--- config.mk ---
export PLATFORM = sky130hd
export DESIGN_NAME = frame_receiver_with_checksum
export DESIGN_NICKNAME = d
export VERILOG_FILES = /design/src/hw/rtl/frc_pkg.sv /design/src/hw/rtl/frc_ctrl.sv /design/src/hw/rtl/frc_datapath.sv /design/src/hw/rtl/frame_receiver_with_checksum.sv
export SDC_FILE = /design/constraint.sdc
export NUM_CORES = 1
export LEC_CHECK = 0
export ABC_AREA = 1
export BUFFER_PORTS_ARGS = -buffer_cell sky130_fd_sc_hd__buf_2
export CAP_MARGIN = 10
export CORE_MARGIN = 3
export CORE_UTILIZATION = 60
export DETAILED_ROUTE_END_ITERATION = 7
export MAX_ROUTING_LAYER = met4
export PLACE_DENSITY_LB_ADDON = 0.15
export SLEW_MARGIN = 20
export SYNTH_ARGS = -nofsm -noshare
export SYNTH_HDL_FRONTEND = slang
export SYNTH_SLANG_ARGS = --single-unit
--- constraint.sdc ---
create_clock -name i_clk -period 5.5 [get_ports i_clk]
set_input_delay 0.275 -clock i_clk [delete_from_list [all_inputs] [get_ports i_clk]]
set_output_delay 0.275 -clock i_clk [all_outputs]
set_load 0.02 [all_outputs]
--- src/hw/rtl/frc_pkg.sv ---
// ----------------------------------------------------------------------------
// frc_pkg
// Shared types and constants for the frame receiver: controller states,
// checksum commands, configuration register indexes and the command and
// status bundles that pass between controller and datapath.
// ----------------------------------------------------------------------------
package frc_pkg;

    // frame start markers
    localparam logic [7:0] START_FIRST  = 8'hB1;
    localparam logic [7:0] START_SECOND = 8'h75;

    // one past the widest payload the result fields can describe
    localparam logic [6:0] MAX_PAYLOAD = 7'd64;

    // width of payload counters and result length fields
    localparam int CNT_W = 6;

    // configuration register indexes
    typedef enum logic {
        CFG_LENGTH_LIMIT  = 1'b0,
        CFG_CHANNEL_LIMIT = 1'b1
    } t_cfg_reg;

    // controller states
    typedef enum logic [3:0] {
        ST_START1,
        ST_START2,
        ST_ID1,
        ST_ID2,
        ST_CHAN,
        ST_LEN1,
        ST_LEN2,
        ST_DATA,
        ST_CHK1,
        ST_CHK2,
        ST_EMIT_RD,
        ST_EMIT_LD
    } t_state;

    // checksum accumulator operations
    typedef enum logic [1:0] {
        SUM_HOLD,
        SUM_CLEAR,
        SUM_ADD,
        SUM_SEED
    } t_sum_op;

    // controller to datapath commands
    typedef struct packed {
        t_sum_op sum_op;
        logic    load_id_hi;
        logic    load_id_lo;
        logic    load_chan;
        logic    load_len_hi;
        logic    load_len_lo;
        logic    cnt_clear;
        logic    store_byte;
        logic    load_chk;
        logic    rd_clear;
        logic    rd_issue;
        logic    rd_next;
        logic    out_load;
    } t_dp_cmd;

    // datapath to controller status
    typedef struct packed {
        logic is_start1;
        logic is_start2;
        logic chan_ok;
        logic len_ok;
        logic len_zero;
        logic data_done;
        logic check_good;
        logic emit_last;
        logic out_free;
    } t_dp_sts;

endpackage

--- src/hw/rtl/frc_ctrl.sv ---
// ----------------------------------------------------------------------------
// frc_ctrl
// Frame parsing state machine. Steps through the frame fields one received
// item at a time, restarts the search on bad fields, and sequences the
// payload read-out after a good checksum.
// ----------------------------------------------------------------------------
module frc_ctrl (
    input  logic             i_clk,
    input  logic             i_rst_n,
    input  logic             i_valid,
    output logic             o_stall,
    input  frc_pkg::t_dp_sts i_sts,
    output frc_pkg::t_dp_cmd o_cmd
);
    import frc_pkg::*;

    t_state r_state;
    t_state n_state;
    logic   rx_phase;
    logic   acc;

    // input taken only while parsing, never during read-out
    assign rx_phase = (r_state != ST_EMIT_RD) && (r_state != ST_EMIT_LD);
    assign acc      = i_valid && rx_phase;
    assign o_stall  = !rx_phase;

    // state register
    always_ff @(posedge i_clk) begin
        if (!i_rst_n) begin
            r_state <= ST_START1;
        end else begin
            r_state <= n_state;
        end
    end

    // next state
    always_comb begin
        n_state = r_state;
        case (r_state)
            ST_START1: begin
                if (acc && i_sts.is_start1) n_state = ST_START2;
            end
            ST_START2: begin
                if (acc) begin
                    if (i_sts.is_start2)      n_state = ST_ID1;
                    else if (i_sts.is_start1) n_state = ST_START2;
                    else                      n_state = ST_START1;
                end
            end
            ST_ID1: begin
                if (acc) n_state = ST_ID2;
            end
            ST_ID2: begin
                if (acc) n_state = ST_CHAN;
            end
            ST_CHAN: begin
                if (acc) begin
                    if (i_sts.chan_ok)        n_state = ST_LEN1;
                    else if (i_sts.is_start1) n_state = ST_START2;
                    else                      n_state = ST_START1;
                end
            end
            ST_LEN1: begin
                if (acc) n_state = ST_LEN2;
            end
            ST_LEN2: begin
                if (acc) begin
                    if (i_sts.len_ok)         n_state = i_sts.len_zero ? ST_CHK1 : ST_DATA;
                    else if (i_sts.is_start1) n_state = ST_START2;
                    else                      n_state = ST_START1;
                end
            end
            ST_DATA: begin
                if (acc && i_sts.data_done) n_state = ST_CHK1;
            end
            ST_CHK1: begin
                if (acc) n_state = ST_CHK2;
            end
            ST_CHK2: begin
                if (acc) begin
                    // read index is only cleared on this edge, so always start with a read
                    if (i_sts.check_good)     n_state = ST_EMIT_RD;
                    else if (i_sts.is_start1) n_state = ST_START2;
                    else                      n_state = ST_START1;
                end
            end
            ST_EMIT_RD: begin
                n_state = ST_EMIT_LD;
            end
            ST_EMIT_LD: begin
                if (i_sts.out_free) n_state = i_sts.emit_last ? ST_START1 : ST_EMIT_RD;
            end
            default: begin
                n_state = ST_START1;
            end
        endcase
    end

    // datapath commands
    always_comb begin
        o_cmd = '0;
        case (r_state)
            ST_START1: begin
                if (acc && i_sts.is_start1) o_cmd.sum_op = SUM_ADD;
            end
            ST_START2: begin
                if (acc) begin
                    if (i_sts.is_start2) o_cmd.sum_op = SUM_ADD;
                    else                 o_cmd.sum_op = i_sts.is_start1 ? SUM_SEED : SUM_CLEAR;
                end
            end
            ST_ID1: begin
                if (acc) begin
                    o_cmd.load_id_hi = 1'b1;
                    o_cmd.sum_op     = SUM_ADD;
                end
            end
            ST_ID2: begin
                if (acc) begin
                    o_cmd.load_id_lo = 1'b1;
                    o_cmd.sum_op     = SUM_ADD;
                end
            end
            ST_CHAN: begin
                if (acc) begin
                    o_cmd.load_chan = 1'b1;
                    if (i_sts.chan_ok) o_cmd.sum_op = SUM_ADD;
                    else               o_cmd.sum_op = i_sts.is_start1 ? SUM_SEED : SUM_CLEAR;
                end
            end
            ST_LEN1: begin
                if (acc) begin
                    o_cmd.load_len_hi = 1'b1;
                    o_cmd.sum_op      = SUM_ADD;
                end
            end
            ST_LEN2: begin
                if (acc) begin
                    o_cmd.load_len_lo = 1'b1;
                    o_cmd.cnt_clear   = 1'b1;
                    if (i_sts.len_ok) o_cmd.sum_op = SUM_ADD;
                    else              o_cmd.sum_op = i_sts.is_start1 ? SUM_SEED : SUM_CLEAR;
                end
            end
            ST_DATA: begin
                if (acc) begin
                    o_cmd.store_byte = 1'b1;
                    o_cmd.sum_op     = SUM_ADD;
                end
            end
            ST_CHK1: begin
                if (acc) o_cmd.load_chk = 1'b1;
            end
            ST_CHK2: begin
                if (acc) begin
                    o_cmd.rd_clear = 1'b1;
                    if (i_sts.check_good) o_cmd.sum_op = SUM_CLEAR;
                    else o_cmd.sum_op = i_sts.is_start1 ? SUM_SEED : SUM_CLEAR;
                end
            end
            ST_EMIT_RD: begin
                o_cmd.rd_issue = 1'b1;
            end
            ST_EMIT_LD: begin
                if (i_sts.out_free) begin
                    o_cmd.out_load = 1'b1;
                    o_cmd.rd_next  = !i_sts.emit_last;
                end
            end
            default: begin
                o_cmd = '0;
            end
        endcase
    end

endmodule

--- src/hw/rtl/frc_datapath.sv ---
// ----------------------------------------------------------------------------
// frc_datapath
// Field registers, the two mod-256 checksum accumulators, the payload
// buffer, limit registers and the result output register.
// ----------------------------------------------------------------------------
module frc_datapath #(
    parameter int BUFFER_BYTES = 64
) (
    input  logic              i_clk,
    input  logic              i_rst_n,
    input  logic [7:0]        i_rx_byte,
    input  logic              i_cfg_we,
    input  frc_pkg::t_cfg_reg i_cfg_index,
    input  logic [7:0]        i_cfg_data,
    input  frc_pkg::t_dp_cmd  i_cmd,
    output frc_pkg::t_dp_sts  o_sts,
    input  logic              i_stall,
    output logic              o_valid,
    output logic [15:0]       o_frame_id,
    output logic [7:0]        o_channel,
    output logic [5:0]        o_payload_length,
    output logic              o_has_payload,
    output logic [5:0]        o_byte_index,
    output logic [7:0]        o_payload_byte,
    output logic              o_last
);
    import frc_pkg::*;

    localparam int AW = $clog2(BUFFER_BYTES);
    localparam logic [6:0] CAP_MAX =
        (BUFFER_BYTES < 64) ? 7'(BUFFER_BYTES) : MAX_PAYLOAD;

    logic [6:0]       r_length_limit;
    logic [7:0]       r_channel_limit;
    logic [15:0]      r_id;
    logic [7:0]       r_chan;
    logic [7:0]       r_len_hi;
    logic [CNT_W-1:0] r_len;
    logic [CNT_W-1:0] r_count;
    logic [CNT_W-1:0] r_rd_idx;
    logic [7:0]       r_sum1;
    logic [7:0]       r_sum2;
    logic [7:0]       r_chk_hi;
    logic [7:0]       r_rd_data;
    logic             r_o_valid;
    logic [7:0]       mem [BUFFER_BYTES];

    logic [7:0]       n_sum1;
    logic [6:0]       cap;
    logic [CNT_W-1:0] cnt_inc;
    logic [CNT_W-1:0] rd_inc;
    logic             empty;

    // configuration registers
    always_ff @(posedge i_clk) begin
        if (!i_rst_n) begin
            r_length_limit  <= MAX_PAYLOAD;
            r_channel_limit <= 8'd16;
        end else if (i_cfg_we) begin
            case (i_cfg_index)
                CFG_LENGTH_LIMIT:  r_length_limit  <= i_cfg_data[6:0];
                CFG_CHANNEL_LIMIT: r_channel_limit <= i_cfg_data;
                default:           r_length_limit  <= r_length_limit;
            endcase
        end
    end

    // checksum accumulators
    assign n_sum1 = r_sum1 + i_rx_byte;

    always_ff @(posedge i_clk) begin
        if (!i_rst_n) begin
            r_sum1 <= '0;
            r_sum2 <= '0;
        end else begin
            case (i_cmd.sum_op)
                SUM_HOLD: begin
                    r_sum1 <= r_sum1;
                end
                SUM_CLEAR: begin
                    r_sum1 <= '0;
                    r_sum2 <= '0;
                end
                SUM_ADD: begin
                    r_sum1 <= n_sum1;
                    r_sum2 <= r_sum2 + n_sum1;
                end
                SUM_SEED: begin
                    r_sum1 <= i_rx_byte;
                    r_sum2 <= i_rx_byte;
                end
                default: begin
                    r_sum1 <= '0;
                    r_sum2 <= '0;
                end
            endcase
        end
    end

    // frame field registers
    always_ff @(posedge i_clk) begin
        if (i_cmd.load_id_hi)  r_id[15:8] <= i_rx_byte;
        if (i_cmd.load_id_lo)  r_id[7:0]  <= i_rx_byte;
        if (i_cmd.load_chan)   r_chan     <= i_rx_byte;
        if (i_cmd.load_len_hi) r_len_hi   <= i_rx_byte;
        if (i_cmd.load_len_lo) r_len      <= i_rx_byte[CNT_W-1:0];
        if (i_cmd.load_chk)    r_chk_hi   <= i_rx_byte;
    end

    // payload write counter and read index
    assign cnt_inc = r_count + 1'b1;
    assign rd_inc  = r_rd_idx + 1'b1;

    always_ff @(posedge i_clk) begin
        if (i_cmd.cnt_clear)       r_count <= '0;
        else if (i_cmd.store_byte) r_count <= cnt_inc;
        if (i_cmd.rd_clear)        r_rd_idx <= '0;
        else if (i_cmd.rd_next)    r_rd_idx <= rd_inc;
    end

    // payload buffer, registered read
    always_ff @(posedge i_clk) begin
        if (i_cmd.store_byte) mem[AW'(r_count)] <= i_rx_byte;
        if (i_cmd.rd_issue)   r_rd_data <= mem[AW'(r_rd_idx)];
    end

    // length cap is the smallest of limit, buffer size and field range
    assign cap   = (r_length_limit < CAP_MAX) ? r_length_limit : CAP_MAX;
    assign empty = (r_len == '0);

    // status to the controller
    always_comb begin
        o_sts.is_start1  = (i_rx_byte == START_FIRST);
        o_sts.is_start2  = (i_rx_byte == START_SECOND);
        o_sts.chan_ok    = (i_rx_byte < r_channel_limit);
        o_sts.len_ok     = (r_len_hi == 8'd0) && ({1'b0, i_rx_byte} < {2'b00, cap});
        o_sts.len_zero   = (i_rx_byte == 8'd0);
        o_sts.data_done  = (cnt_inc == r_len);
        o_sts.check_good = (r_chk_hi == r_sum1) && (i_rx_byte == r_sum2);
        o_sts.emit_last  = empty || (rd_inc == r_len);
        o_sts.out_free   = !r_o_valid || !i_stall;
    end

    // result output register
    always_ff @(posedge i_clk) begin
        if (!i_rst_n) begin
            r_o_valid <= 1'b0;
        end else if (i_cmd.out_load) begin
            r_o_valid <= 1'b1;
        end else if (!i_stall) begin
            r_o_valid <= 1'b0;
        end
    end

    always_ff @(posedge i_clk) begin
        if (i_cmd.out_load) begin
            o_frame_id       <= r_id;
            o_channel        <= r_chan;
            o_payload_length <= r_len;
            o_has_payload    <= !empty;
            o_byte_index     <= empty ? '0 : r_rd_idx;
            o_payload_byte   <= empty ? 8'd0 : r_rd_data;
            o_last           <= empty || (rd_inc == r_len);
        end
    end

    assign o_valid = r_o_valid;

endmodule

--- src/hw/rtl/frame_receiver_with_checksum.sv ---
// ----------------------------------------------------------------------------
// frame_receiver_with_checksum
// Serial frame receiver: finds start-marked frames in a byte stream, checks
// their two-byte running checksum and releases the payload of good frames.
// ----------------------------------------------------------------------------
// Usage
//   Input channel: one received byte per item on i_rx_byte, i_valid/o_stall.
//   Bytes are taken one per cycle while a frame is being parsed.
//   Output channel: one result per payload byte (one result with
//   o_has_payload low for an empty frame), o_valid/i_stall, o_last on the
//   final result of the frame.
//   Config channel: i_cfg_valid/o_cfg_ready, index 0 length limit, index 1
//   channel limit; write only while the block is idle.
//   Read-out: after the second check byte is taken, each result passes
//   through a registered buffer read and then an output register load,
//   and o_stall stays high throughout read-out. An empty frame's single
//   result takes the same steps. Once the last result sits in the
//   output register, input bytes are taken again.
//   Receiver stall: the output register holds its result and read-out
//   pauses until it is taken.
//   Reset: parser returns to the start-byte search, sums clear, limits
//   return to 64 and 16; the payload buffer is not cleared.
// ----------------------------------------------------------------------------
module frame_receiver_with_checksum #(
    parameter int BUFFER_BYTES = 64
) (
    input  logic              i_clk,
    input  logic              i_rst_n,
    input  logic              i_valid,
    output logic              o_stall,
    input  logic [7:0]        i_rx_byte,
    output logic              o_valid,
    input  logic              i_stall,
    output logic [15:0]       o_frame_id,
    output logic [7:0]        o_channel,
    output logic [5:0]        o_payload_length,
    output logic              o_has_payload,
    output logic [5:0]        o_byte_index,
    output logic [7:0]        o_payload_byte,
    output logic              o_last,
    input  logic              i_cfg_valid,
    output logic              o_cfg_ready,
    input  frc_pkg::t_cfg_reg i_cfg_index,
    input  logic [7:0]        i_cfg_data
);
    import frc_pkg::*;

    t_dp_cmd w_cmd;
    t_dp_sts w_sts;

    // limits are plain registers, always writable
    assign o_cfg_ready = 1'b1;

    // controller
    frc_ctrl u_ctrl (
        .i_clk   (i_clk),
        .i_rst_n (i_rst_n),
        .i_valid (i_valid),
        .o_stall (o_stall),
        .i_sts   (w_sts),
        .o_cmd   (w_cmd)
    );

    // datapath
    frc_datapath #(
        .BUFFER_BYTES (BUFFER_BYTES)
    ) u_dp (
        .i_clk            (i_clk),
        .i_rst_n          (i_rst_n),
        .i_rx_byte        (i_rx_byte),
        .i_cfg_we         (i_cfg_valid),
        .i_cfg_index      (i_cfg_index),
        .i_cfg_data       (i_cfg_data),
        .i_cmd            (w_cmd),
        .o_sts            (w_sts),
        .i_stall          (i_stall),
        .o_valid          (o_valid),
        .o_frame_id       (o_frame_id),
        .o_channel        (o_channel),
        .o_payload_length (o_payload_length),
        .o_has_payload    (o_has_payload),
        .o_byte_index     (o_byte_index),
        .o_payload_byte   (o_payload_byte),
        .o_last           (o_last)
    );

    // a waiting result is never overwritten
    a_no_overwrite: assert property (@(posedge i_clk) disable iff (!i_rst_n)
        w_cmd.out_load |-> (!o_valid || !i_stall))
        else $error("output register loaded while holding a stalled result");

    // payload buffer written only by an accepted byte
    a_store_on_accept: assert property (@(posedge i_clk) disable iff (!i_rst_n)
        w_cmd.store_byte |-> (i_valid && !o_stall))
        else $error("payload stored without an accepted item");

    // byte index stays inside the frame
    a_index_in_range: assert property (@(posedge i_clk) disable iff (!i_rst_n)
        (o_valid && o_has_payload) |-> (o_byte_index < o_payload_length))
        else $error("byte index beyond payload length");

    // an empty frame gives exactly one, final result
    a_empty_is_last: assert property (@(posedge i_clk) disable iff (!i_rst_n)
        (o_valid && !o_has_payload) |-> (o_last && o_payload_length == 6'd0))
        else $error("empty frame result not marked last");

endmodule
Word-level counts from Yosys, hierarchy flattened
Memory sizes are Yosys's and may differ from the RTL's. A register that Yosys moved wholly into a read port is not among the register bits.
Cells that the tools add are included.
Widths: inputs -> output; s select.
{"block": "totals", "ramBits": 512, "wordCells": 139, "input_bits": 22, "ff_bits": 140, "output_inout_bits": 49, "memories": 1}
{"name": "u_dp.mem", "depth": 64, "word_bits": 8, "rd": 1, "rd_ports_with_merged_regs": 1, "wr": 1, "line": "frc_datapath.sv:46", "rtl": "logic [7:0] mem [BUFFER_BYTES];"}
{"block": "classes", "n_bitwise": 1, "n_mux": 52, "n_lt_le_gt_ge": 3, "n_eq_ne": 34, "add_sub_neg": 4, "n_reduce_logical": 23}
{"cell": "$mux 4", "count": 17}
{"cell": "$pmux 4 s12", "count": 1}
{"cell": "$pmux 8 s3", "count": 2}
{"cell": "$mux 2", "count": 15}
{"cell": "$ne 2x1->1 const B", "count": 12}
{"cell": "$add 8x8->8", "count": 2}
{"cell": "$eq 4x3->1 const B", "count": 4}
{"cell": "$eq 4x4->1 const B", "count": 4}
{"cell": "$eq 8x8->1", "count": 2}
{"cell": "$logic_not 8->1", "count": 2}
{"cell": "$mux 1", "count": 14}
{"cell": "$pmux 2 s7", "count": 1}
{"cell": "$add 6x1->6 const B", "count": 2}
{"cell": "$eq 6x6->1", "count": 2}
{"cell": "$reduce_and 11->1", "count": 1}
{"cell": "$eq 4x2->1 const B", "count": 2}
{"cell": "$eq 8x7->1 const B", "count": 1}
{"cell": "$eq 8x8->1 const B", "count": 1}
{"cell": "$lt 8x7->1", "count": 1}
{"cell": "$lt 8x8->1", "count": 1}
{"cell": "$ne 4x4->1 const B", "count": 2}
{"cell": "$lt 7x7->1 const B", "count": 1}
{"cell": "$mux 7", "count": 1}
{"cell": "$logic_and 1x1->1", "count": 6}
{"cell": "13 further kinds", "count": 20}

Depth between registers and ports, before layout
Gate-level depths: netlist (run 1).
{"block": "depth", "ltp_word": 9, "ltp_mapped": 18, "ltp_nobuf": 18}

Cells and area by module
Synthesis (run 1) repeated with hierarchy kept, for this count alone.
{"block": "unflattened", "hier_cells": 2399, "area_unflattened_um2": 27579.0}
{"mod": "frc_datapath", "cells_per_inst": 2278, "n_inst": 1, "seq_area_each_um2": 19258.5, "area_per_inst_um2": 26984.6}
{"mod": "frc_ctrl", "cells_per_inst": 119, "n_inst": 1, "seq_area_each_um2": 80.1, "area_per_inst_um2": 583.1}
{"mod": "frame_receiver_with_checksum", "cells_per_inst": 2, "n_inst": 1, "seq_area_each_um2": 0.0, "area_per_inst_um2": 11.3}

Least setup slack after synthesis (run 1)
Ideal clock, no wire load.
{"block": "synth_timing", "path_type": "flip-flop to flip-flop", "from": "register u_ctrl.r_state[3]", "to": "register u_dp.r_rd_idx[5]", "period_less_slack_ns": 3.973, "required_time_ns": 5.367, "slack_ns": 1.527, "setup_ns": 0.133, "stages_incl_launch_ff": 8, "n_path_buf": 0, "arrival_ns": 3.841, "cell_sequence": "dfxtp_1 -> inv_2 -> nor2_4 -> nand2_1 -> a21oi_1 -> nand3_2 -> o21ai_0 -> a21oi_1"}
{"block": "synth_via", "elab_chain_len": 5, "word_cells_on_any_way": 9, "classes_between": "4 x eq/ne; 3 x mux; 2 x reduce/logical"}
{"element": "start: declaration", "line": "frc_ctrl.sv:17", "rtl": "t_state r_state;"}
{"element": "start signal: assignment", "line": "frc_ctrl.sv:32", "rtl": "r_state <= n_state;"}
{"element": "$ne 4x4->1", "line": "frc_ctrl.sv:23", "rtl": "assign rx_phase = (r_state != ST_EMIT_RD) && (r_state != ST_EMIT_LD);"}
{"element": "$logic_and 1x1->1", "line": "frc_ctrl.sv:23"}
{"element": "$logic_and 1x1->1", "line": "frc_ctrl.sv:24", "rtl": "assign acc = i_valid && rx_phase;"}
{"element": "$mux 1", "line": "frc_ctrl.sv:155", "rtl": "if (acc) begin"}
{"element": "$mux 1", "line": "frc_ctrl.sv:102", "rtl": "case (r_state)"}
{"element": "end signal: assignment", "line": "frc_datapath.sv:118", "rtl": "else if (i_cmd.rd_next) r_rd_idx <= rd_inc;"}
{"element": "end: declaration", "line": "frc_datapath.sv:40", "rtl": "logic [CNT_W-1:0] r_rd_idx;"}
Parallel ways exist; a longest one is shown, timed or not.
A chain may end at the register's enable or synchronous reset.

Worst setup path in the final report (run 1)
{"block": "layout_timing", "from": "register u_ctrl.r_state[2]", "to": "memory u_dp.mem[24][4], enable pin"}
{"block": "layout_via", "elab_chain_len": 7, "word_cells_on_any_way": 9, "classes_between": "3 x eq/ne; 4 x mux; 2 x reduce/logical"}
{"element": "$ne 4x4->1", "line": "frc_ctrl.sv:23"}
{"element": "$logic_and 1x1->1", "line": "frc_ctrl.sv:23"}
{"element": "$logic_and 1x1->1", "line": "frc_ctrl.sv:24"}
{"element": "$mux 1", "line": "frc_ctrl.sv:146", "rtl": "if (acc) begin"}
{"element": "$mux 1 (*)", "line": "frc_ctrl.sv:102"}
{"element": "$mux 1 (*)", "line": "frc_datapath.sv:123", "rtl": "if (i_cmd.store_byte) mem[AW'(r_count)] <= i_rx_byte;"}
{"element": "$mux 1 (not written as such) (*)", "line": "frc_datapath.sv:123"}
{"element": "end: declaration", "line": "frc_datapath.sv:46"}
Every way passes the cells marked *; elsewhere a longest branch is shown, timed or not.

==> key figures, run 1 <==
Clock network
  • Clock sink count: between 600 and 700
  • PostCTS Resize Cnt: 0
  • Clk pin slew, worst setup/hold paths: 0.06 ns
  • Clock latency on the worst-skew pair: between 0.5 and 0.6 ns
  • CTS buffer count: ~70
  • CTS tree: done
  • Largest buffer count on any clock path: 3
  • Root buffer cell: clkbuf_16
  • Number of H-tree levels: 3

Power and ir drop
  • Leakage power: 10.3 nW
  • Switching Fraction: a little over a fifth
  • Sequential Power Share: roughly 52%
  • Pwr per Cell Area: ~350 nW/um^2
  • Int Pwr: approximately 8.3 mW
  • Logic pwr share: 4.9%
  • Power share of the clock group: a little over two fifths
  • Worst vdd ir: approximately 0.23 mV
  • Net Sw Power: approximately 2.2 mW

Worst setup path
  • Setup crit start: u_ctrl.r_state[2]
  • Worst Path Required: between 5 and 6 ns
  • Worst Path Max Fanout: 8
  • Reg-to-reg critical path startpoint: u_ctrl.r_state[2]
  • CP Class: reg2reg
  • Arrival time worst endpoint: 3.50 ns
  • CP endpoint kind: flop
  • Critical Path Source Type: flop

STA
  • Max Fclk: about 300 MHz
  • Fin. Hold Viols: 0
  • Clock skew: 0.0156 ns
  • Slew Viols, Final: 0
  • Setup_tns: 0 ns
  • RSZ-0062 raised after global routing: no
  • Relative slew slack: 29.7%
  • Fin crit period: between 3 and 4 ns
  • Ratio of final minimum period to clock period: approximately three fifths
  • Worst Tran Pin Value: approximately 1.1 ns
  • # setup viols final: 0

Synthesis
  • Synth cell types: 45
  • Synthesized cell area: ~27000 sq um
  • Compound-cell area share of the yosys netlist: between 10% and 20%
  • Post-synth EDFFs: a little over 600
  • Async S/R FF share, synth: 0%
  • Post-Synth XOR/XNOR Area: less than 1%
  • Ys flop type: edfxtp_1
  • Seq/Total Area, Yosys: around 70%
  • Mux share of post-synthesis cell area: 1.47%
  • Syn. warnings: 0
  • Synth Area in Simple Gates: approximately a tenth
  • Synthesized area per cell: about 12 sq um
  • Mapped Cells: ~2200
  • Adder-cell share of the synthesized area: 1.48%
  • Post-Syn Nets: about 2200
  • Main combinational cell family by area after synthesis: compound AO/OA/AOI/OAI gates
  • Post-synthesis register bit count: 660

GRT
  • GRT Util Overall: approximately 28%
  • Met1 usage: about 40%
  • Met2 Use GR: between 40% and 50%
  • Total gr overflow: 0
  • Largest net degree at the start of global routing: 217
  • First-pass GRT wire length: approximately 100000 microns
  • Grt met3 use: 4.24%
  • Antenna violations before repair: 1
  • Busiest layer in global routing: met2
  • Vias in the first global route: around 17000

Cells and area
  • Most common cell after layout, fill and taps aside: edfxtp_1
  • Fillers: 3116
  • Proportion of layout cells with a drive suffix above 1: 9.63%
  • Area growth from synthesis to layout: 11.2%
  • Top reg by flops: u_dp.mem
  • Antenna cells: 0
  • Largest regs: u_dp.mem (512), u_dp.o_frame_id (16), u_dp.r_id (16)
  • Commonest non-fill, non-tap cells in the layout: 612 x edfxtp_1, 349 x nor2_1, 254 x o21ai_0
  • Fin nets: 2296
  • Final non-filler cell area: slightly above 30000 sq um
  • Max reg flops: roughly 510

Floorplan
  • Chip Width: between 200 and 250 microns
  • Row count: 77
  • Initial cell density of the core: around three fifths
  • Die ar.: 48100 sq um
  • Die Y: about 220 microns
  • Core Area: ~45000 sq um
  • Number of I/O pins: 71

Min path
  • Worst Min Path Start: i_rst_n
  • Hold Path Class: in2reg

Placed design
  • Hpwl dp: approximately 39000 microns
  • Number of port buffers: 69
  • GP Congestion: ~0.93
  • Placed inst area: between 20000 and 30000 sq um

Routing
  • Drt first pass iters: 5
  • DRT iter0 DRCs: approximately 2500
  • Routed wire length: ~66000 microns
  • Drt drc: 0
  • Vias: approximately 18000
  • Post-route ant nets: 0
  • Via density: 6.22
  • WL/cell: roughly 23 microns

Flow run
  • Max-cap violations: 0

Run status
  • Status: finished clean
-- Yosys cell counts, types with 5 or more instances --
cell,instances,area (sq um)
mux2i_1,40,400
a21oi_1,57,285
o211ai_1,68,510
nor3_1,6,30.0
ha_1,29,363
nand3_2,6,60.1
o221ai_1,64,561
inv_1,103,387
buf_4,7,52.6
nor2_1,349,1310
nand3_1,100,500
clkbuf_1,79,297
nand2_1,193,724
edfxtp_1,612,18400
dfxtp_1,48,961
xnor2_1,11,96.3
xor2_1,8,70.1
o22ai_1,65,407
buf_2,27,135
o21ai_0,254,1270
clkinv_1,5,18.8
nand4_1,19,119
-- path summary, 6_finish.rpt --
kind / endpoint / slack [ns] / cells after the start
setup reg to reg: u_dp.mem[24][4] / 2.21 / 8
setup / recovery: u_dp.mem[24][4] / 2.21 / 8
hold reg to reg: u_dp.o_channel[7] / 0.41 / 0
hold / removal: u_dp.r_length_limit[6] / 0.02 / 2
-- metrics by stage --
step / utilization, % / hold slack (ns) / instances / worst slack, ns / power, mW
global placement: 62.9 / 0.401 / 2756 / 2.19 / 6.10
detailed placement: 62.9 / 0.405 / 2756 / 2.22 / 6.11
global route: 68.1 / 0.0320 / 2886 / 1.96 / 10.9
finish: 68.1 / 0.0233 / 2886 / 2.21 / 10.6
CTS: 68.1 / 0.0123 / 2886 / 2.29 / 10.6
floorplan: - / 0.374 / 2195 / 1.53 / 5.90
-- logic make-up after synthesis --
| group | count (synthesis) |
|---|---|
| xor+xnor | 19 |
| other cells | 1 |
| buf+inv | 235 |
| flops | 660 |
| fa+ha+maj | 31 |
| mux | 40 |
| simple gates | 690 |
| compound gates | 519 |
-- cell type report --
type / instances / area (sq um) / area share [%]
Sequential cell: 660 / 19300 / 63.7
Multi-Input combinational cell: 1300 / 7000 / 23.1
Clock buffer: 82 / 1810 / 5.95
Tap cell: 592 / 741 / 2.44
Timing Repair Buffer: 100 / 626 / 2.06
Inverter: 113 / 432 / 1.42
Clock inverter: 39 / 405 / 1.34
-- what timing repair did --
| item | CTS | global route |
|---|---|---|
| hold buffers | 9 | 0 |
| hold endpoints to repair | 12 | 0 |
| setup endpoints to repair | 0 | 0 |
| buffers inserted | 0 | 0 |
-- power groups by stage --
| stage | clock [mW] | combinational (mW) | sequential [mW] |
|---|---|---|---|
| 3_5_place_dp | 0 | 0.506 | 5.61 |
| 2_1_floorplan | 0 | 0.306 | 5.60 |
| 4_1_cts | 4.62 | 0.515 | 5.50 |
| 6_report | 4.57 | 0.517 | 5.50 |
| 3_3_place_gp | 0 | 0.494 | 5.61 |
| 5_1_grt | 4.83 | 0.569 | 5.50 |
-- critical path, stage by stage (launching register included) --
cell and delay (ns):
dfxtp_1 0.51, nor2_4 0.10, nand2_2 0.10, nand2_4 0.09, inv_1 0.12, nand2_1 0.14, nor2_1 0.26, nand3_1 0.64
nor2_1 0.94
-- layer usage --
layer	wire [microns]	vias up
met5	0	-
met2	31400	783
met4	1600	0
li1	-	8183
met3	4830	132
met1	27900	8857
(Power assumes the default switching activity.)
==> inputs of run 2 (changes only) <==
Settings changed: CORE_UTILIZATION 60 to 56.
Clock period 5.5 ns to 3 ns, I/O delays scaled along.
==> key figures, run 2 (synthesis gave the netlist of run 1 again) <==
Worst setup path
  • FF-to-FF setup slack: 0.23 ns (was 2.21 ns)
  • CP Class: reg2reg (unchanged)
  • Critical Path Source Type: flop (unchanged)
  • Worst Path Max Fanout: 3 (was 8)
  • Worst Path Required: 3.45 ns (was 5.70 ns)
  • Arrival time worst endpoint: 3.22 ns (was 3.50 ns)
  • CP endpoint kind: flop (unchanged)

Cells and area
  • Area growth from synthesis to layout: 14.8% (was 11.2%)
  • Most common cell after layout, fill and taps aside: edfxtp_1 (unchanged)
  • Top reg by flops: u_dp.mem (unchanged)
  • Antenna cells: 0 (unchanged)
  • Largest regs: u_dp.mem (512), u_dp.o_frame_id (16), u_dp.r_id (16) (unchanged)
  • Fin nets: 2409 (was 2296)
  • Max reg flops: 512 (unchanged)
  • Proportion of layout cells with a drive suffix above 1: 13.5% (was 9.63%)
  • Commonest non-fill, non-tap cells in the layout: 612 x edfxtp_1, 349 x nor2_1, 252 x o21ai_0 (was 612 x edfxtp_1, 349 x nor2_1, 254 x o21ai_0)

Floorplan
  • Initial cell density of the core: 56.9% (was 61.2%)
  • Row count: 80 (was 77)
  • Number of I/O pins: 71 (unchanged)
  • Die ar.: 51400 sq um (was 48100 sq um)
  • Die Y: 227 microns (was 219 microns)
  • Chip Width: 227 microns (was 219 microns)
  • Core Area: 47900 sq um (was 44600 sq um)

GRT
  • Total gr overflow: 0 (unchanged)
  • GRT Util Overall: 27.3% (was 28.5%)
  • Largest net degree at the start of global routing: 94 (was 217)
  • Antenna violations before repair: 0 (was 1)
  • Busiest layer in global routing: met2 (unchanged)
  • Grt met3 use: 4.32% (was 4.24%)
  • Met2 Use GR: 41.7% (was 44.4%)
  • First-pass GRT wire length: 103000 microns (was 101000 microns)
  • Met1 usage: 36.9% (was 39.9%)
  • Vias in the first global route: 17703 (was 17454)

Clock network
  • CTS buffer count: 67 (was 68)
  • Number of H-tree levels: 3 (unchanged)
  • Root buffer cell: clkbuf_16 (unchanged)
  • Largest buffer count on any clock path: 3 (unchanged)
  • CTS tree: done (unchanged)
  • Clock latency on the worst-skew pair: 0.61 ns (was 0.59 ns)
  • Clock sink count: 660 (unchanged)
  • Post-CTS setup buffers: 0 (unchanged)
  • Clk pin slew, worst setup/hold paths: 0.06 ns (about the same)

Placed design
  • GP Congestion: 0.896 (was 0.933)
  • Pre-CTS setup slack: 0.0636 ns (was 2.22 ns)
  • Number of port buffers: 69 (unchanged)
  • Hpwl dp: 41900 microns (was 38600 microns)

STA
  • Fin crit period: 2.77 ns (was 3.29 ns)
  • Setup_tns: 0 ns (unchanged)
  • # setup viols final: 0 (unchanged)
  • Final worst setup slack: 0.230 ns (was 2.21 ns)
  • Clock skew: 0.0237 ns (was 0.0156 ns)
  • Fin. Hold Viols: 0 (unchanged)
  • Max Fclk: 361 MHz (was 304 MHz)
  • Relative slew slack: 39.8% (was 29.7%)
  • Worst Tran Pin Value: 0.900 ns (was 1.05 ns)
  • Slew Viols, Final: 0 (unchanged)
  • Ratio of final minimum period to clock period: 92.3% (was 59.8%)
  • RSZ-0062 raised after global routing: no (unchanged)

Power and ir drop
  • Worst vdd ir: 0.357 mV (was 0.234 mV)
  • Leakage power: 10.9 nW (was 10.3 nW)
  • Final Total Pwr: 19.4 mW (was 10.6 mW)
  • Pwr per Cell Area: 619 nW/um^2 (was 349 nW/um^2)

Run status
  • Status: finished clean (unchanged)

Routing
  • Via density: 6.07 (was 6.22)
  • Drt first pass iters: 5 (unchanged)
  • Post-route ant nets: 0 (unchanged)
  • DRT iter0 DRCs: 1772 (was 2492)
  • Vias: 18349 (was 17955)
  • WL/cell: 22.4 microns (was 22.8 microns)
  • Drt drc: 0 (unchanged)
  • Routed wire length: 67900 microns (was 65700 microns)

Min path
  • Hold Path Class: in2reg (unchanged)

Flow run
  • Max-cap violations: 0 (unchanged)
-- run 2: cell types whose count changed in the layout (fill, tap and decap cells not counted), sizes merged --
cell	before	now
bufinv	8	6
inv	110	112
clkinv	33	27
clkinvlp	1	3
clkbuf	82	88
dlygate4sd3	9	21
buf	91	193
-- run 2: final cells by class --
type | count | area, sq um
Sequential cell | 660 | 19300
Clock inverter | 35 | 348
Clock buffer | 88 | 1840
Timing Repair Buffer | 214 | 1600
Tap cell | 615 | 769
Inverter | 113 | 430
Multi-Input combinational cell | 1300 | 7010
Fill cell | 3511 | 16600
-- run 2: timing repair --
item / in CTS / in global routing
endpoints found under the hold margin: 28 / 0
hold buffers: 21 / 0
gates resized for setup: 0 / 4
endpoints found under the setup margin: 0 / 2
-- run 2: critical path: stages (launching register included) --
cell and delay, ns:
dfxtp_1 0.34, ha_1 0.18, inv_1 0.06, fa_2 0.36
o21ai_2 0.17, buf_4 0.13, xor2_1 0.14, inv_1 0.07
ha_1 0.31, nand2_1 0.06, nor2_1 0.10, nand2_1 0.06
o211a_1 0.14, nand3b_1 0.17, nand2_1 0.07, inv_1 0.03
o21ai_0 0.13, a21oi_1 0.08
-- run 2: per-stage QoR --
stage | hold WS [ns] | util (%) | instance area, sq um | std cells
floorplan | 0.249 | - | 27300 | 2195
global placement | 0.392 | 60.4 | 28900 | 2881
detailed placement | 0.405 | 60.4 | 28900 | 2881
CTS | 0.0655 | 65.4 | 31300 | 3025
global route | 0.107 | 65.4 | 31300 | 3025
finish | 0.0943 | 65.4 | 31300 | 3025
-- run 2: path summary, 6_finish.rpt --
| check | cells past startpoint | endpoint | startpoint |
|---|---|---|---|
| min | 4 | u_dp.r_count[0] | i_valid |
| min reg2reg | 0 | u_dp.o_frame_id[2] | u_dp.r_id[2] |
| max reg2reg | 17 | u_dp.r_sum2[7] | u_dp.r_sum1[0] |
| max | 17 | u_dp.r_sum2[7] | u_dp.r_sum1[0] |
-- run 2: metal layers --
metal / wire (microns) / vias up
met2: 32000 / 777
met1: 28400 / 9008
met3: 4940 / 148
met5: 0 / -
li1: - / 8416
met4: 2560 / 0
-- run 2: power breakdown --
group / switching (mW) / internal [mW]
Sequential: 0.0254 / 10.1
Clock: 3.45 / 4.86
Combinational: 0.717 / 0.304
==> inputs of run 3 (changes only) <==
Settings changed: CORE_MARGIN 3 to 2.
==> key figures, run 3 (synthesis gave the netlist of run 1 again) <==
STA
  • Ratio of final minimum period to clock period: 93.0% (was 92.3%)
  • RSZ-0062 raised after global routing: yes (was no)
  • Fin crit period: 2.79 ns (was 2.77 ns)
  • Setup_tns: 0 ns (unchanged)
  • Worst Tran Pin Value: 1.01 ns (was 0.900 ns)
  • Fin. Hold Viols: 0 (unchanged)
  • Max Fclk: 358 MHz (was 361 MHz)
  • Relative slew slack: 32.2% (was 39.8%)
  • # setup viols final: 0 (unchanged)
  • Final worst setup slack: 0.210 ns (was 0.230 ns)
  • Slew Viols, Final: 0 (unchanged)
  • Clock skew: 0.0200 ns (was 0.0237 ns)

Routing
  • Drt first pass iters: 5 (unchanged)
  • WL/cell: 23.0 microns (was 22.4 microns)
  • Via density: 6.07 (about the same)
  • Vias: 18296 (was 18349)
  • Drt drc: 0 (unchanged)
  • Post-route ant nets: 0 (unchanged)
  • DRT iter0 DRCs: 2143 (was 1772)
  • Routed wire length: 69300 microns (was 67900 microns)

Worst setup path
  • FF-to-FF setup slack: 0.21 ns (was 0.23 ns)
  • CP endpoint kind: flop (unchanged)
  • CP max stage cell: fa_1 (was fa_2)
  • Worst Path Required: 3.46 ns (was 3.45 ns)
  • Worst Path Max Fanout: 4 (was 3)
  • Worst path cell trace: ha_1 > inv_1 > fa_1 > buf_4 > xnor2_1 > ha_1 > a21oi_1 > nand2_1 > a21oi_1 > o21ai_0 > xnor2_1 > inv_1 > o21ai_0 > a21oi_2 (was ha_1 > inv_1 > fa_2 > o21ai_2 > buf_4 > xor2_1 > inv_1 > ha_1 > nand2_1 > nor2_1 > nand2_1 > o211a_1 > nand3b_1 > nand2_1 > inv_1 > o21ai_0 > a21oi_1)
  • Setup crit start: u_dp.r_sum1[0] (unchanged)
  • Arrival time worst endpoint: 3.25 ns (was 3.22 ns)
  • CP Class: reg2reg (unchanged)
  • Slowest stage delay, CP: 0.40 ns (was 0.36 ns)
  • Reg-to-reg critical path startpoint: u_dp.r_sum1[0] (unchanged)
  • R2R cell count: 14 (was 17)
  • Critical Path Source Type: flop (unchanged)
  • Critical Path End: u_dp.r_sum2[5] (was u_dp.r_sum2[7])
  • Capturing point of the worst reg2reg path: u_dp.r_sum2[5] (was u_dp.r_sum2[7])

Floorplan
  • Core Area: 47900 sq um (unchanged)
  • Number of I/O pins: 71 (unchanged)
  • Row count: 80 (unchanged)
  • Die ar.: 50500 sq um (was 51400 sq um)
  • Initial cell density of the core: 56.9% (unchanged)
  • Chip Width: 225 microns (was 227 microns)
  • Die Y: 225 microns (was 227 microns)

GRT
  • GRT Util Overall: 28.6% (was 27.3%)
  • Total gr overflow: 0 (unchanged)
  • Largest net degree at the start of global routing: 105 (was 94)
  • Vias in the first global route: 17944 (was 17703)
  • First-pass GRT wire length: 105000 microns (was 103000 microns)
  • Antenna violations before repair: 1 (was 0)

Cells and area
  • Fillers: 3519 (was 3511)
  • Top reg by flops: u_dp.mem (unchanged)
  • Largest regs: u_dp.mem (512), u_dp.o_frame_id (16), u_dp.r_id (16) (unchanged)
  • Fin nets: 2403 (was 2409)
  • Register area: 19300 sq um (unchanged)
  • Most common cell after layout, fill and taps aside: edfxtp_1 (unchanged)
  • Area occupied by multi-input gates: 7010 sq um (about the same)
  • Max reg flops: 512 (unchanged)
  • Commonest non-fill, non-tap cells in the layout: 612 x edfxtp_1, 349 x nor2_1, 252 x o21ai_0 (unchanged)
  • Proportion of layout cells with a drive suffix above 1: 13.0% (was 13.5%)
  • Area growth from synthesis to layout: 14.4% (was 14.8%)
  • Antenna cells: 0 (unchanged)

Placed design
  • Number of port buffers: 69 (unchanged)
  • Pre-CTS setup slack: 0.172 ns (was 0.0636 ns)
  • Hpwl dp: 42400 microns (was 41900 microns)
  • GP Congestion: 0.894 (was 0.896)

Power and ir drop
  • Sequential Power Share: 52.6% (was 51.9%)
  • Final Total Pwr: 19.2 mW (was 19.4 mW)
  • Net Sw Power: 4.17 mW (was 4.19 mW)
  • Int Pwr: 15.0 mW (was 15.2 mW)
  • Logic pwr share: 5.3% (about the same)
  • Worst vdd ir: 0.370 mV (was 0.357 mV)
  • Pwr per Cell Area: 613 nW/um^2 (was 619 nW/um^2)
  • Switching Fraction: 21.8% (was 21.6%)
  • Power share of the clock group: 42.0% (was 42.8%)
  • Leakage power: 10.8 nW (was 10.9 nW)

Clock network
  • CTS tree: done (unchanged)
  • Clk pin slew, worst setup/hold paths: 0.06 ns (about the same)
  • Largest buffer count on any clock path: 3 (unchanged)
  • Clock latency on the worst-skew pair: 0.60 ns (was 0.61 ns)
  • Root buffer cell: clkbuf_16 (unchanged)
  • Post-CTS setup buffers: 0 (unchanged)
  • CTS buffer count: 69 (was 67)
  • Clock sink count: 660 (unchanged)
  • Number of H-tree levels: 3 (unchanged)

Flow run
  • Max-cap violations: 0 (unchanged)

Min path
  • Hold Path Class: in2reg (unchanged)

Run status
  • Status: finished clean (unchanged)
-- run 3: critical path: cells and delay by family (launching register included) --
family / cells / cell delay (ns)
fa+ha+maj: 3 / 0.90
compound gates: 5 / 0.67
xor+xnor: 2 / 0.39
flops: 1 / 0.32
buf+inv: 3 / 0.27
simple gates: 1 / 0.11
-- run 3: power groups by stage --
stage / registers, mW / clock network (mW) / logic, mW
3_3_place_gp: 10.3 / 0 / 0.967
3_5_place_dp: 10.3 / 0 / 0.992
4_1_cts: 10.1 / 8.14 / 1.02
5_1_grt: 10.1 / 8.47 / 1.12
2_1_floorplan: 10.3 / 0 / 0.561
6_report: 10.1 / 8.05 / 1.02
-- run 3: per-stage QoR --
step / hold slack, ns / cells / utilization, % / area [sq um]
floorplan: 0.249 / 2195 / - / 27300
global placement: 0.398 / 2874 / 60.3 / 28900
detailed placement: 0.405 / 2874 / 60.3 / 28900
CTS: 0.0122 / 3015 / 65.1 / 31200
global route: 0.00263 / 3015 / 65.1 / 31200
finish: 0.0125 / 3015 / 65.1 / 31200
-- run 3: final cells by class --
type                            count  share of cell area, %
Clock inverter                     30                  0.725
Inverter                          113                   1.38
Timing Repair Buffer              206                   4.98
Clock buffer                       91                   6.07
Tap cell                          615                   2.46
Sequential cell                   660                   62.0
Multi-Input combinational cell   1300                   22.4
-- run 3: worst min path at each step --
stage | start | to | slack, ns | depth (start not counted)
floorplan | i_rx_byte[0] | u_dp.mem[0][0] | 0.25 | 0
global placement | i_cfg_data[2] | u_dp.r_length_limit[2] | 0.40 | 3
detailed placement | u_dp.r_chan[1] | u_dp.o_channel[1] | 0.40 | 0
CTS | i_rx_byte[0] | u_dp.r_chk_hi[0] | 0.01 | 2
global route | i_rx_byte[0] | u_dp.r_len_hi[0] | 0.003 | 2
finish | i_rx_byte[0] | u_dp.r_len_hi[0] | 0.01 | 2
-- run 3: timing repair --
action                                  in CTS  in global routing
hold buffers                                20                  0
endpoints found under the hold margin       22                  0
gates resized for setup                      0                  3
endpoints found under the setup margin       0                  3
-- run 3: metal layers --
| layer | vias to the layer above | GRT usage [%] | routed length, microns |
|---|---|---|---|
| li1 | 8387 | - | - |
| met1 | 9013 | 38.2 | 28600 |
| met2 | 748 | 45.8 | 33900 |
| met3 | 148 | 4.01 | 4630 |
| met4 | 0 | 9.21 | 2170 |
| met5 | - | - | 0 |
